`src/sv/bftm_ram.sv`:
```
// generic single-write, single-read ram with registered read data
// no dependencies
module bftm_ram #(
  parameter int unsigned Width = 8,
  parameter int unsigned Depth = 16,
  localparam int unsigned Aw = (Depth > 1) ? $clog2(Depth) : 1
) (
  input  logic             clk_i,
  input  logic             we_i,
  input  logic [Aw-1:0]    waddr_i,
  input  logic [Width-1:0] wdata_i,
  input  logic [Aw-1:0]    raddr_i,
  output logic [Width-1:0] rdata_o
);

  logic [Width-1:0] mem_q [Depth];

  always_ff @(posedge clk_i) begin
    if (we_i) begin
      mem_q[waddr_i] <= wdata_i;
    end
    rdata_o <= mem_q[raddr_i];
  end

endmodule

```
`config.mk`:
```
export PLATFORM = sky130hd
export DESIGN_NAME = bftm_ram
export DESIGN_NICKNAME = d
export VERILOG_FILES = /design/src/sv/bftm_ram.sv
export SDC_FILE = /design/constraint.sdc
export NUM_CORES = 1
export LEC_CHECK = 0
export ABC_CLOCK_PERIOD_IN_PS = 2220
export BUFFER_PORTS_ARGS = -buffer_cell sky130_fd_sc_hd__buf_2
export CAP_MARGIN = 20
export CORE_ASPECT_RATIO = 1.75
export CORE_UTILIZATION = 60
export DETAILED_ROUTE_END_ITERATION = 10
export PLACE_DENSITY = 0.78
export SETUP_SLACK_MARGIN = 0.05
export SYNTH_ARGS = -nofsm -noshare
export SYNTH_HDL_FRONTEND = slang
export SYNTH_SLANG_ARGS = --single-unit
export TNS_END_PERCENT = 50
```
`constraint.sdc`:
```
create_clock -name clk_i -period 2.22 [get_ports clk_i]
set_clock_uncertainty 0.15 [all_clocks]
set_input_delay 0.444 -clock clk_i [delete_from_list [all_inputs] [get_ports clk_i]]
set_output_delay 0.444 -clock clk_i [all_outputs]
set_load 0.02 [all_outputs]
```
# ---- Word-level counts from Yosys, hierarchy flattened
# Memory sizes are Yosys's and may differ from the RTL's. A register that Yosys moved wholly into a read port is not among the register bits.
# Index checks and enable logic that the tools add are counted.
dict set report classes {
  eq_ne 0
  shift 0
  n_mul 0
  n_lt_le_gt_ge 0
  bitwise 0
  mux 2
  n_div 0
  n_addsub 0
  reduce_logical 0
}
# op count
set ops {}
lappend ops {{$mux 1} 2}
dict set report word_totals {
  mem_bits_ro 0
  latch_bits 0
  mem_count 1
  reg_bits 0
  elab_cells 3
  ram_bits 128
  out_inout_bits 8
}
# name words width read_ports rd_clocked_by_memory_dff wr line
set memory_table {}
lappend memory_table {mem_q 16 8 1 1 1 16} ;# logic [Width-1:0] mem_q [Depth];

# ---- Longest topological paths before layout
dict set report depth {
  depth_word 2
  depth_mapped 5
  ltp_nobuf 3
}

# ---- Least setup slack after synthesis
# Ideal clock, no wire load.
dict set report synth_path {
  path_type {input to register}
  startpoint {input port waddr_i[2]}
  endpoint {memory mem_q[0][0] (enable)}
  cell_stages 2
  setup_ns 0.383
  setup_slack_ns 0.133
  arrival_ns 1.554
  t_required_ns 1.687
  path_cell_list {or3b_2 nor3_1}
}
# element line
set synth_lines {}
lappend synth_lines {{start: declaration} 10} ;# input logic [Aw-1:0] waddr_i,
lappend synth_lines {{end: declaration} 16}
# Straight into the memory's write port.

==> results.ini <==
[outcome]
run_status = complete, no violations

[route]
drc = 0
ant_nets = 0
wirelength_microns = 9710
drt-wirelength-per-cell_microns = 23.5
vias = 2448
firstDrtPassIters = 5
drt_iter0_markers = 247
viasPerCell = 5.93

[timing]
setup_tns_ns = 0
drv_slew = 0
fin_crit_sh = 0.752
hold_violations = 0
fin_crit_ns = 1.67
rsz0062_at_grt = no
slew_headroom = 0.731
setup_violations = 0
holdWs_ns = 0.266
max_freq_mhz = 599
worst_slew_pin_slew_ns = 0.404

[power]
p_per_area_nw_per_um2 = 1020
internal-power_uw = 5130
irDropWorstVdd_uv = 880
pwr-share-seq = 0.458
pwr-share-comb = 0.045
swShare = 0.187
clock_power_share = 0.497
p_leak_uw = 0.00214
p_switching_uw = 1180

[critical_path]
crit_slowest_cell = mux4_2
criticalPathCategory = in -> reg
start_kind = input port
r2r-end = rdata_o[0]
crit_chain = buf_2 > buf_12 > mux4_2 > a22oi_1 > nand2_1
r2r_start = mem_q[2][0]
reg2regPathDepth = 3
worst-path-max-fanout = 29
critical_path_required_ns = 2.36
critPathArrivalTime_ns = 1.81
worstSetupEndpointType = flip-flop
slowest_delay_ns = 0.55
r2r_slack_ns = 0.65

[synth]
synth-warning-count = 0
muxShareOfSynthArea = 0.150
synthesis.area_sq_um = 5150
synth_async_sr_flop_share = 0
synth-edff-count = 128
synth_top_family_by_area = multiplexers
synth-seq-cells = 136
yosys.area_share.simple = 0.0318
synthCells = 229
syn_nets = 247
yosysSeqAreaShare = 0.778
ys.flop_type = edfxtp_1
synth_xor_area_frac = 0
synth-compound-area-share = 0.0233
synth.distinct_cells = 19
synthAdderAreaFrac = 0
synth_area_per_cell_sq_um = 22.5

[finish]
layout_common_cells = 128 x edfxtp_1, 25 x buf_2, 20 x buf_4, 18 x mux4_2, 17 x clkbuf_16
regArea_sq_um = 4000
areaGrowthSynthToFinish_pct = 20.3
drive_gt1_frac = 0.322
stdcell_area_sq_um = 6190
mostFrequentLayoutCell = edfxtp_1
fin_util = 0.745
nets = 303
multi_input_area_sq_um = 1060
fillerInstances = 457
n_antenna_cell = 0

[floorplanning]
dieArea_sq_um = 8970
boundaryPins = 26
dieWidth_microns = 72.0
core_area_sq_um = 8310
rows = 44
start_util = 0.619
die_height_microns = 125

[global_route]
grt_pass1_wl_microns = 14800
grt_max_degree = 30
gr-total-overflow = 0
antenna_found_initial = 0
grt_usage = 0.247
grt_pass1_vias = 2551

[cts]
post_cts_buffers = 0
cts_buffers = 17
cts_root_buf = clkbuf_16
cts_buffer_depth = 2
cts.sinks = 136
htree_levels = 4
clock_latency_ns = 0.41
cts_resized = 0
cts_tree = built
cts_hold_buf = 0
cts.clk_slew.worst_paths_ns = 0.06

[run]
maxCapViolations = 0

[place]
hpwl_microns = 6180
place_area_sq_um = 5520
gp_congestion = 0.746
port_buffers = 25

[hold_path]
worstHoldPathType = in -> reg
hold_depth = 1
min-delay-start = wdata_i[5]
hold_end = mem_q[10][5]

-- power groups by stage --
stage / Combinational [uW] / Sequential (uW) / Clock (uW)
after global placement: 275 / 2940 / 0
after floorplan: 146 / 2960 / 0
after global routing: 304 / 2890 / 3280
after detailed placement: 285 / 2940 / 0
after CTS: 287 / 2890 / 3170
final: 283 / 2890 / 3130
-- critical path: cells and delay by family --
family	cells	cell delay [ns]
muxes	1	0.55
and+or+nand+nor	1	0.11
buffers and inverters	2	0.41
AOI/OAI and AO/OA	1	0.26
-- layer usage --
| layer | vias up | share of wire | wire length, microns | global-route usage |
|---|---|---|---|---|
| li1 | 1086 | - | - | - |
| met1 | 1246 | 0.39 | 3840 | 0.321 |
| met2 | 95 | 0.53 | 5150 | 0.377 |
| met3 | 21 | 0.045 | 436 | 0.0615 |
| met4 | 0 | 0.030 | 293 | 0.150 |
| met5 | - | 0 | 0 | 0 |
-- cell type report --
| type | count | share of cell area |
|---|---|---|
| multi-input cells | 83 | 0.171 |
| well taps | 115 | 0.0232 |
| clock buffers | 20 | 0.0722 |
| clock inverters | 12 | 0.0362 |
| repair buffers | 47 | 0.0509 |
| flip-flops and latches | 136 | 0.647 |
-- how the worst max path moves through the flow --
stage | from | cells past startpoint | slack, ns | to
2_1_floorplan | waddr_i[2] | 2 | 0.13 | mem_q[0][0]
3_3_place_gp | raddr_i[0] | 5 | 0.16 | rdata_o[5]
3_5_place_dp | raddr_i[0] | 5 | 0.15 | rdata_o[1]
4_1_cts | raddr_i[0] | 5 | 0.56 | rdata_o[1]
5_1_grt | raddr_i[0] | 5 | 0.49 | rdata_o[1]
6_report | raddr_i[0] | 5 | 0.55 | rdata_o[5]
-- cells by family after synthesis --
group / Yosys count
flops: 136
simple gates: 35
mux: 32
compound gates: 16
buf+inv: 10
-- through the flow --
step / std cells / setup WS, ns / total power, uW
after floorplan: 229 / 0.133 / 3100
after CTS: 413 / 0.558 / 6350
final: 413 / 0.551 / 6310
after detailed placement: 381 / 0.152 / 3230
after global routing: 413 / 0.494 / 6480
after global placement: 381 / 0.160 / 3210
-- sequential cells by signal (all words and copies together), names as in the netlist --
register  flops
mem_q       128
rdata_o       8
-- synthesized netlist by cell type (all sizes together) (2+ instances only) --
| cell type | instances | area, sq um |
|---|---|---|
| dfxtp | 8 | 160 |
| a22oi | 16 | 120 |
| nand2 | 9 | 33.8 |
| mux4 | 32 | 773 |
| nor3 | 4 | 20.0 |
| clkdlybuf4s25 | 3 | 30.0 |
| edfxtp | 128 | 3840 |
| nand2b | 2 | 12.5 |
| nand3b | 2 | 15.0 |
| nor2 | 13 | 48.8 |
| buf | 7 | 56.3 |
No activity file was read; power rests on OpenSTA's default activity.
